`src/design/ipd_pkg.sv`:
```
`default_nettype none

package ipd_pkg;

   // bytes held ahead of the checksum byte; one packet is this plus one
   localparam int unsigned WinLen = 14;
   localparam int unsigned WaitWidth = 4;
   localparam logic [7:0] PreambleReset = 8'h65;

   typedef logic [7:0] byte_type;

   // what the sliding window shows to the packet checker
   typedef struct packed {
      logic                   full;   // a candidate packet can be checked
      byte_type               sum;    // low byte of the sum of the window
      byte_type [WinLen-1:0]  bytes;  // index 0 is the oldest byte
   } window_view_type;

   typedef struct packed {
      logic [7:0]         seq_number;
      logic signed [15:0] accel_x;
      logic signed [15:0] accel_y;
      logic signed [15:0] accel_z;
      logic signed [15:0] gyro_x;
      logic signed [15:0] gyro_y;
      logic signed [15:0] gyro_z;
      logic [7:0]         packet_gap;
      logic [31:0]        lost_total;
   } result_type;

endpackage

`default_nettype wire

```
`src/design/ipd_byte_if.sv`:
```
`default_nettype none

interface ipd_byte_if;
   logic       valid;
   logic       ready;
   logic [7:0] rx_byte;

   modport source (output valid, output rx_byte, input ready);
   modport sink (input valid, input rx_byte, output ready);
endinterface

`default_nettype wire

```
`src/design/ipd_rsp_if.sv`:
```
`default_nettype none

interface ipd_rsp_if;
   logic               valid;
   logic               ready;
   logic [7:0]         seq_number;
   logic signed [15:0] accel_x;
   logic signed [15:0] accel_y;
   logic signed [15:0] accel_z;
   logic signed [15:0] gyro_x;
   logic signed [15:0] gyro_y;
   logic signed [15:0] gyro_z;
   logic [7:0]         packet_gap;
   logic [31:0]        lost_total;

   modport source (
      output valid, input ready,
      output seq_number, output accel_x, output accel_y, output accel_z,
      output gyro_x, output gyro_y, output gyro_z,
      output packet_gap, output lost_total
   );
   modport sink (
      input valid, output ready,
      input seq_number, input accel_x, input accel_y, input accel_z,
      input gyro_x, input gyro_y, input gyro_z,
      input packet_gap, input lost_total
   );
endinterface

`default_nettype wire

```
`src/design/imu_packet_deframer_core.sv`:
```
// Channel  Port            Direction  Payload
// bytes    req_ch          in         rx_byte
// packets  rsp_ch          out        seq_number, accel/gyro x y z, packet_gap, lost_total
// preamble csr_wr_en/data  in         8-bit start-of-packet byte
//
// One byte per cycle while the result side is not stalled; a byte's result passes through
// the input register, then the result register.
// The window keeps a running checksum, so each byte needs one add, one subtract and a compare.
// Reset (synchronous) empties the pipe, the window fill count and the sequence state.
// A stalled result holds; the input register still takes a byte while the result waits, if it is empty.
`default_nettype none

module imu_packet_deframer_core (
   input  wire logic       clock,
   input  wire logic       reset,
   input  wire logic       csr_wr_en,
   input  wire logic [7:0] csr_wr_data,
   ipd_byte_if.sink        req_ch,
   ipd_rsp_if.source       rsp_ch
);

   ipd_pkg::byte_type        preamble_ff;
   ipd_pkg::byte_type        byte_ff;
   logic                     in_valid_ff, in_valid_in;
   logic                     rsp_valid_ff, rsp_valid_in;
   ipd_pkg::result_type      rsp_data_ff;
   ipd_pkg::result_type      result;
   ipd_pkg::window_view_type view;
   logic                     hit;
   logic                     advance;
   logic                     req_xfer;

   assign advance      = in_valid_ff && (!rsp_valid_ff || rsp_ch.ready);
   assign req_ch.ready = !in_valid_ff || advance;
   assign req_xfer     = req_ch.valid && req_ch.ready;

   always_ff @(posedge clock) begin
      if (reset) begin
         preamble_ff <= ipd_pkg::PreambleReset;
      end else if (csr_wr_en) begin
         preamble_ff <= csr_wr_data;
      end
   end

   always_comb begin
      in_valid_in = in_valid_ff;
      if (req_xfer) begin
         in_valid_in = 1'b1;
      end else if (advance) begin
         in_valid_in = 1'b0;
      end
   end

   always_comb begin
      rsp_valid_in = rsp_valid_ff;
      if (advance) begin
         rsp_valid_in = hit;
      end else if (rsp_ch.ready) begin
         rsp_valid_in = 1'b0;
      end
   end

   always_ff @(posedge clock) begin
      if (reset) begin
         in_valid_ff  <= 1'b0;
         rsp_valid_ff <= 1'b0;
      end else begin
         in_valid_ff  <= in_valid_in;
         rsp_valid_ff <= rsp_valid_in;
      end
   end

   always_ff @(posedge clock) begin
      if (req_xfer) begin
         byte_ff <= req_ch.rx_byte;
      end
      if (advance && hit) begin
         rsp_data_ff <= result;
      end
   end

   ipd_window u_window (
      .clock   (clock),
      .reset   (reset),
      .shift   (advance),
      .rx_byte (byte_ff),
      .hit     (hit),
      .view    (view)
   );

   ipd_track u_track (
      .clock    (clock),
      .reset    (reset),
      .fire     (advance),
      .preamble (preamble_ff),
      .rx_byte  (byte_ff),
      .view     (view),
      .hit      (hit),
      .result   (result)
   );

   assign rsp_ch.valid      = rsp_valid_ff;
   assign rsp_ch.seq_number = rsp_data_ff.seq_number;
   assign rsp_ch.accel_x    = rsp_data_ff.accel_x;
   assign rsp_ch.accel_y    = rsp_data_ff.accel_y;
   assign rsp_ch.accel_z    = rsp_data_ff.accel_z;
   assign rsp_ch.gyro_x     = rsp_data_ff.gyro_x;
   assign rsp_ch.gyro_y     = rsp_data_ff.gyro_y;
   assign rsp_ch.gyro_z     = rsp_data_ff.gyro_z;
   assign rsp_ch.packet_gap = rsp_data_ff.packet_gap;
   assign rsp_ch.lost_total = rsp_data_ff.lost_total;

endmodule

`default_nettype wire

```
`src/design/ipd_window.sv`:
```
`default_nettype none

module ipd_window (
   input  wire logic                     clock,
   input  wire logic                     reset,
   input  wire logic                     shift,
   input  wire ipd_pkg::byte_type        rx_byte,
   input  wire logic                     hit,
   output ipd_pkg::window_view_type      view
);

   ipd_pkg::byte_type                win_ff [ipd_pkg::WinLen];
   ipd_pkg::byte_type                win_in [ipd_pkg::WinLen];
   ipd_pkg::byte_type                sum_ff, sum_in;
   logic [ipd_pkg::WaitWidth-1:0]    wait_ff, wait_in;
   logic                             filled_ff, filled_in;
   ipd_pkg::byte_type                drop;

   // the oldest byte only counts toward the running sum once it was written
   assign drop = filled_ff ? win_ff[0] : 8'h00;

   always_comb begin
      win_in    = win_ff;
      sum_in    = sum_ff;
      wait_in   = wait_ff;
      filled_in = filled_ff;
      if (shift) begin
         for (int i = 0; i < ipd_pkg::WinLen - 1; i++) begin
            win_in[i] = win_ff[i+1];
         end
         win_in[ipd_pkg::WinLen-1] = rx_byte;
         sum_in = sum_ff + rx_byte - drop;
         if (wait_ff != '0) begin
            wait_in = wait_ff - 1'b1;
            if (wait_ff == ipd_pkg::WaitWidth'(1)) begin
               filled_in = 1'b1;
            end
         end else if (hit) begin
            wait_in = ipd_pkg::WaitWidth'(ipd_pkg::WinLen);
         end
      end
   end

   always_ff @(posedge clock) begin
      win_ff <= win_in;
   end

   always_ff @(posedge clock) begin
      if (reset) begin
         sum_ff    <= '0;
         wait_ff   <= ipd_pkg::WaitWidth'(ipd_pkg::WinLen);
         filled_ff <= 1'b0;
      end else begin
         sum_ff    <= sum_in;
         wait_ff   <= wait_in;
         filled_ff <= filled_in;
      end
   end

   always_comb begin
      view.full = (wait_ff == '0);
      view.sum  = sum_ff;
      for (int i = 0; i < ipd_pkg::WinLen; i++) begin
         view.bytes[i] = win_ff[i];
      end
   end

endmodule

`default_nettype wire

```
`src/design/ipd_track.sv`:
```
`default_nettype none

module ipd_track (
   input  wire logic                     clock,
   input  wire logic                     reset,
   input  wire logic                     fire,
   input  wire ipd_pkg::byte_type        preamble,
   input  wire ipd_pkg::byte_type        rx_byte,
   input  wire ipd_pkg::window_view_type view,
   output logic                          hit,
   output ipd_pkg::result_type           result
);

   logic [7:0]  expected_ff, expected_in;
   logic [31:0] lost_ff, lost_in;
   logic [7:0]  seq;
   logic [7:0]  gap;
   logic [32:0] lost_sum;
   logic [31:0] lost_next;

   assign hit = view.full && (view.bytes[0] == preamble) && (view.sum == rx_byte);

   assign seq       = view.bytes[1];
   assign gap       = seq - expected_ff;
   assign lost_sum  = {1'b0, lost_ff} + {25'd0, gap};
   assign lost_next = lost_sum[32] ? '1 : lost_sum[31:0];

   always_comb begin
      expected_in = expected_ff;
      lost_in     = lost_ff;
      if (fire && hit) begin
         expected_in = seq + 8'd1;
         lost_in     = lost_next;
      end
   end

   always_ff @(posedge clock) begin
      if (reset) begin
         expected_ff <= '0;
         lost_ff     <= '0;
      end else begin
         expected_ff <= expected_in;
         lost_ff     <= lost_in;
      end
   end

   always_comb begin
      result.seq_number = seq;
      result.accel_x    = signed'({view.bytes[2],  view.bytes[3]});
      result.accel_y    = signed'({view.bytes[4],  view.bytes[5]});
      result.accel_z    = signed'({view.bytes[6],  view.bytes[7]});
      result.gyro_x     = signed'({view.bytes[8],  view.bytes[9]});
      result.gyro_y     = signed'({view.bytes[10], view.bytes[11]});
      result.gyro_z     = signed'({view.bytes[12], view.bytes[13]});
      result.packet_gap = gap;
      result.lost_total = lost_next;
   end

endmodule

`default_nettype wire

```
`src/flat_wrapper.sv`:
```
// flat-port wrapper written by rule: the top's interface ports become plain ports
module imu_packet_deframer_core_flat 
  (clock, reset, csr_wr_en, csr_wr_data, req_ch_valid, req_ch_rx_byte, req_ch_ready, rsp_ch_valid, rsp_ch_ready, rsp_ch_seq_number, rsp_ch_accel_x, rsp_ch_accel_y, rsp_ch_accel_z, rsp_ch_gyro_x, rsp_ch_gyro_y, rsp_ch_gyro_z, rsp_ch_packet_gap, rsp_ch_lost_total);
  ipd_byte_if req_ch_i ();
  ipd_rsp_if rsp_ch_i ();
  input  wire logic clock;
  input  wire logic reset;
  input  wire logic csr_wr_en;
  input  wire logic [7:0] csr_wr_data;
  input wire logic [$bits(req_ch_i.valid)-1:0] req_ch_valid;
  input wire logic [$bits(req_ch_i.rx_byte)-1:0] req_ch_rx_byte;
  output wire logic [$bits(req_ch_i.ready)-1:0] req_ch_ready;
  output wire logic [$bits(rsp_ch_i.valid)-1:0] rsp_ch_valid;
  input wire logic [$bits(rsp_ch_i.ready)-1:0] rsp_ch_ready;
  output wire logic [$bits(rsp_ch_i.seq_number)-1:0] rsp_ch_seq_number;
  output wire logic [$bits(rsp_ch_i.accel_x)-1:0] rsp_ch_accel_x;
  output wire logic [$bits(rsp_ch_i.accel_y)-1:0] rsp_ch_accel_y;
  output wire logic [$bits(rsp_ch_i.accel_z)-1:0] rsp_ch_accel_z;
  output wire logic [$bits(rsp_ch_i.gyro_x)-1:0] rsp_ch_gyro_x;
  output wire logic [$bits(rsp_ch_i.gyro_y)-1:0] rsp_ch_gyro_y;
  output wire logic [$bits(rsp_ch_i.gyro_z)-1:0] rsp_ch_gyro_z;
  output wire logic [$bits(rsp_ch_i.packet_gap)-1:0] rsp_ch_packet_gap;
  output wire logic [$bits(rsp_ch_i.lost_total)-1:0] rsp_ch_lost_total;
  assign req_ch_i.valid = req_ch_valid;
  assign req_ch_i.rx_byte = req_ch_rx_byte;
  assign req_ch_ready = req_ch_i.ready;
  assign rsp_ch_valid = rsp_ch_i.valid;
  assign rsp_ch_i.ready = rsp_ch_ready;
  assign rsp_ch_seq_number = rsp_ch_i.seq_number;
  assign rsp_ch_accel_x = rsp_ch_i.accel_x;
  assign rsp_ch_accel_y = rsp_ch_i.accel_y;
  assign rsp_ch_accel_z = rsp_ch_i.accel_z;
  assign rsp_ch_gyro_x = rsp_ch_i.gyro_x;
  assign rsp_ch_gyro_y = rsp_ch_i.gyro_y;
  assign rsp_ch_gyro_z = rsp_ch_i.gyro_z;
  assign rsp_ch_packet_gap = rsp_ch_i.packet_gap;
  assign rsp_ch_lost_total = rsp_ch_i.lost_total;
  imu_packet_deframer_core u_core (.clock(clock), .reset(reset), .csr_wr_en(csr_wr_en), .csr_wr_data(csr_wr_data), .req_ch(req_ch_i), .rsp_ch(rsp_ch_i));
endmodule
```
`config.mk`:
```
export PLATFORM = sky130hd
export DESIGN_NAME = imu_packet_deframer_core_flat
export DESIGN_NICKNAME = d
export VERILOG_FILES = /design/src/design/ipd_pkg.sv /design/src/design/ipd_byte_if.sv /design/src/design/ipd_rsp_if.sv /design/src/design/imu_packet_deframer_core.sv /design/src/design/ipd_window.sv /design/src/design/ipd_track.sv /design/src/flat_wrapper.sv
export SDC_FILE = /design/constraint.sdc
export NUM_CORES = 1
export LEC_CHECK = 0
export BUFFER_PORTS_ARGS = -buffer_cell sky130_fd_sc_hd__buf_2
export CAP_MARGIN = 10
export CORE_MARGIN = 4
export CORE_UTILIZATION = 35
export DETAILED_ROUTE_END_ITERATION = 8
export REMOVE_ABC_BUFFERS = 1
export SLEW_MARGIN = 20
export SYNTH_ARGS = -nofsm -noshare
export SYNTH_HDL_FRONTEND = slang
export SYNTH_SLANG_ARGS = --single-unit
```
`constraint.sdc`:
```
create_clock -name clock -period 11.04 [get_ports clock]
set_input_delay 2.76 -clock clock [delete_from_list [all_inputs] [get_ports clock]]
set_output_delay 2.76 -clock clock [all_outputs]
set_load 0.005 [all_outputs]
```
==> results.toml, run 1 <==
[floorplan]
dieHeight_um = 199
die_w_um = 199
core_area_um2 = 35800
start_util = 0.358
rows = 69
pin_count = 167
die_area_um2 = 39700

[synth]
syn_area_um2 = 12800
synthFlopType = "edfxtp_1"
yosysMostFrequentCell = "edfxtp_1"
synth.yosys.seq_area_share = 0.717
synth_top_area_frac = 0.619
synth_edf_count = 264
yosysWarnings = 0
yosysTopAreaCell = "edfxtp_1"
avgSynthCellArea_um2 = 14.9
synth_common_cells = "edfxtp_1, dfxtp_1, nand2_1, inv_1, nor2_1"
synth.area.top_cells = "edfxtp_1, dfxtp_1, ha_1"
synth-seq-cells = 327
netlist_instances = 858
ys_async_sr_fraction = 0
synth_cell_types = 66

[worst_setup_path]
worstPathMaxFanout = 2
worstPathRequired_ps = 8280
worst_r2r_path_depth = 17
cp-end-kind = "output pin"
crit_type = "in -> out"
startpoint_type = "input pin"
worstPathArrival_ps = 3210

[routing]
wl_per_cell_um = 17.0
vias = 7464
antenna_left = 0
firstDrtPassIters = 5
vias_per_cell = 4.87
wl_um = 26000
drt_iter0_drc = 517
remaining_drc_errors = 0

[place]
dp_slack_ps = 5080
hpwl_um = 16900
port_buffers = 166
postPlaceCellArea_um2 = 14100
placedCellCount = 1465
routabilityCongestion = 0.830

[timing]
final-setup-viol-count = 0
worstMarginPinSlew_ps = 976
fmax_mhz = 168
relSlewSlack = 0.349
hold_viol_final = 0
fin_crit_ps = 5970
fin_skew_ps = 18.8
slew_viol_final = 0
setup_slack_ps = 5070
post-route-period-util = 0.540
grt_setup_unrepaired = "no"

[grt]
grt_use_total = 0.127
antenna_found_initial = 0
grt_pass1_vias = 7269
grt_overflow = 0
grt_pass1_wl_um = 40000
grt_max_degree = 205

[clocking]
cts_resized = 0
path_clk_slew_ps = 60
clock_sinks = 327
numCtsBuffers = 37
clk_latency_ps = 520
cts_setup_buffers = 0
htreeDepth = 2
holdBufCountCts = 0
clk_root_buffer_cell = "clkbuf_16"
cts_tree = "built"
cts_max_path_buffers = 3

[run_status]
status = "finished clean"

[power_and_ir_drop]
p_total_w = 0.00267
powerDensity_nw_per_um2 = 174
vdd_drop_max_mv = 0.110
p_leak_nw = 5.51

[cells_and_area]
final_area_um2 = 15400
syn_to_final_growth_pct = 19.9
fin_nets = 1101
final_cells = 1532
antenna_cells = 0
final_util = 0.429
nFillCells = 3258
drive_gt1_frac = 0.246

[worst_hold_path]
min_path_cells = 0
hold_path.class = "reg -> reg"

[flow_run]
drv_cap = 0
## worst max-delay path, stage by stage
cell     delay [ps]
buf_2           100
nor2b_1         130
nand2_1          80
buf_2           130
## where the power goes
group / internal (W) / total (W) / switching [W]
sequential: 0.00133 / 0.00134 / 0.00000865
clock: 0.000758 / 0.00124 / 0.000478
combinational: 0.0000370 / 0.0000934 / 0.0000564
## placed cells by master, fill, tap and decap left out, types with 6 or more instances in the layout
cell       Yosys  routed
dfxtp_1       63      63
a211oi_1       9       9
and3_1         6       6
nand2_1       60      60
inv_1         58      58
xor2_1        22      22
clkbuf_1      11       6
edfxtp_1     264     264
and2_1        12      12
a311oi_1       8       8
mux2i_1       10      10
fa_1           9       9
ha_1          27      27
clkinv_1       1       6
buf_2          5     166
xnor2_1       30      30
nand3_1       23      23
nor3_1        17      17
a211oi_2      11      11
a31oi_1       10      10
a21oi_1       37      37
nor2_1        43      43
nor4_1         6       6
o21ai_0       15      15
o21ai_1        8       8
clkbuf_16      0      38
## routing by layer
metal	vias up	wire length, µm	GRT usage
met2	211	11800	0.192
li1	3567	-	-
met5	-	0	0
met3	50	1400	0.0239
met4	0	710	0.0483
met1	3636	12100	0.183
## worst paths after layout
check	startpoint	end	slack (ps)
min	u_core.u_window.view[85]	u_core.u_window.view[77]	430
max	rsp_ch_ready	req_ch_ready	5070
min reg2reg	u_core.u_window.view[85]	u_core.u_window.view[77]	430
max reg2reg	u_core.u_window.view[8]	u_core.u_track.lost_ff[12]	6640
## cell type report
type / instances / area [µm²] / share of cell area
flip-flops and latches: 327 / 9190 / 0.598
clock buffers: 45 / 987 / 0.0643
inverters: 59 / 224 / 0.0146
multi-input cells: 448 / 3230 / 0.210
well taps: 461 / 577 / 0.0375
clock inverters: 21 / 255 / 0.0166
repair buffers: 171 / 901 / 0.0586
## flip-flops by register name (all words and copies together) (netlist names), 16 cells and up
name,cells
u_core.rsp_ch.accel_z,16
u_core.rsp_ch.gyro_z,16
u_core.u_window.view,112
u_core.rsp_ch.accel_y,16
u_core.rsp_ch.gyro_y,16
u_core.rsp_ch.gyro_x,16
u_core.rsp_ch.accel_x,16
u_core.rsp_ch.lost_total,32
u_core.u_track.lost_ff,32
## cells by family after synthesis
family / after synthesis / share of synthesized area
AOI/OAI and AO/OA: 139 / 0.0809
xor gates and xnor gates: 52 / 0.0355
adders and majority gates: 36 / 0.0404
buffers and inverters: 83 / 0.0311
DFF: 327 / 0.717
muxes: 12 / 0.00957
and+or+nand+nor: 209 / 0.0855
## per-stage QoR
| step | TNS (ps) | hold WS [ps] |
|---|---|---|
| finish | 0 | 432 |
| detailed placement | 0 | 429 |
| floorplan | -97670 | 421 |
| CTS | 0 | 430 |
| global route | 0 | 448 |
| global placement | 0 | 424 |
Power figures use the tool's default switching activity.
==> run 2, diff against run 1 <==
==> constraint.sdc (replaced) <==
create_clock -name clock -period 5.9 [get_ports clock]
set_input_delay 1.475 -clock clock [delete_from_list [all_inputs] [get_ports clock]]
set_output_delay 1.475 -clock clock [all_outputs]
set_load 0.005 [all_outputs]
==> run 2 against run 1 <==
Global-route usage grew 0.58 points. Combinational power grew 87%. Setup slack lost 3500 ps. Non-clock buffer count grew 3. Sequential share of layout area grew 0.28 points. Final cell count grew 0.13%. Flip-flop and latch count is the same. Final area shrank 0.47%. Clock-buffer cell count shrank 1. Clock skew grew 3.2 ps. Sequential power grew 87%.
==> results.toml, run 2 (same netlist as run 1, synthesis figures left out) <==
[timing]
slew_viol_final = 0
fmax_mhz = 232
grt_setup_unrepaired = "no"
fin_skew_ps = 22.0
setup_slack_ps = 1600
worstMarginPinSlew_ps = 1050
relSlewSlack = 0.302
fin_tns_setup_ps = 0
final-setup-viol-count = 0
post-route-period-util = 0.730
holdWs_ps = 443
hold_viol_final = 0
fin_crit_ps = 4300

[routing]
wl_um = 26700
antenna_left = 0
firstDrtPassIters = 5
vias_per_cell = 4.86
wl_per_cell_um = 17.4
vias = 7457
drt_iter0_drc = 467
remaining_drc_errors = 0

[power_and_ir_drop]
powerDensity_nw_per_um2 = 318
p_leak_nw = 5.49
vdd_drop_max_mv = 0.189
p_total_w = 0.00486

[cells_and_area]
final_cell_mix = "edfxtp_1, buf_2, dfxtp_1"
multi_input_area_um2 = 3230
layout_commonest_cell = "edfxtp_1"
seqCellArea_um2 = 9190
fin_nets = 1103
final_area_um2 = 15300
nFillCells = 3241
drive_gt1_frac = 0.247
largest_reg_flops = 112
syn_to_final_growth_pct = 19.3
antenna_cells = 0

[floorplan]
pin_count = 167
die_area_um2 = 39700
die_w_um = 199
dieHeight_um = 199
rows = 69
core_area_um2 = 35800
start_util = 0.358

[clocking]
numCtsBuffers = 36
cts_tree = "built"
clk_latency_ps = 540
cts_max_path_buffers = 3
path_clk_slew_ps = 60
holdBufCountCts = 0
clk_root_buffer_cell = "clkbuf_16"
htreeDepth = 2
clock_sinks = 327
cts_resized = 0
cts_setup_buffers = 0

[worst_setup_path]
cp_cell_sequence = "inv_1 > ha_1 > inv_1 > fa_1 > nand2_1 > nand2_1 > a21oi_1 > o21bai_1 > a21oi_1 > xnor2_1 > ha_1 > o211ai_1 > nor3_1 > a21o_1 > nand2_4 > and2_2 > a311oi_1"
worstPathArrival_ps = 4740
crit_type = "reg -> reg"
startpoint_type = "flip-flop"
worstPathRequired_ps = 6340
cp_slowest_stage_delay_ps = 500
cp_slowest_cell = "a21o_1"
worstPathMaxFanout = 33
cp-end-kind = "flip-flop"

[place]
hpwl_um = 17900
port_buffers = 166
dp_slack_ps = 1410
postPlaceCellArea_um2 = 14100
routabilityCongestion = 0.807

[grt]
grt_pass1_wl_um = 41600
grt_overflow = 0
grt_use_total = 0.133
grt_max_degree = 100
antenna_found_initial = 0
grt_pass1_vias = 7621

[flow_run]
drv_cap = 0

[worst_hold_path]
hold_path.class = "reg -> reg"

[run_status]
status = "finished clean"
## run 2: final timing paths
path,start,to,slack [ps],depth (start not counted)
worst max-delay path,u_core.u_window.view[8],u_core.u_track.lost_ff[12],1600,17
worst max register to register,u_core.u_window.view[8],u_core.u_track.lost_ff[12],1600,17
worst min-delay path,u_core.u_window.view[107],u_core.rsp_ch.gyro_z[3],440,0
worst min register to register,u_core.u_window.view[107],u_core.rsp_ch.gyro_z[3],440,0
## run 2: area by class of cell
type                    instances  area share
well taps                     461      0.0377
multi-input cells             448       0.211
inverters                      59      0.0146
clock buffers                  44      0.0615
flip-flops and latches        327       0.601
clock inverters                21      0.0140
repair buffers                174      0.0599
## run 2: metrics by stage
step	util	instances
2_1_floorplan	-	834
3_3_place_gp	0.395	1469
3_5_place_dp	0.395	1469
4_1_cts	0.427	1534
5_1_grt	0.427	1534
6_report	0.427	1534
## run 2: layer usage
metal  GRT usage  vias up  routed length, µm
met5           0        -                  0
met2       0.199      185              12000
li1            -     3570                  -
met3      0.0303       49               1490
met4      0.0493        0                706
met1       0.189     3653              12500
## run 2: power breakdown
group	internal, W	leakage (nW)	switching, W
clock network	0.00128	0.568	0.000899
registers	0.00249	2.91	0.0000171
logic	0.0000691	2.01	0.000106
total	0.00384	5.49	0.00102
## run 2: worst max-delay path, delay by kind of cell, from the launching register on
kind	cells	cell delay [ps]
simple gates	5	1100
buf+inv	2	150
flops	1	490
compound gates	6	1390
fa+ha+maj	3	940
xor+xnor	1	120
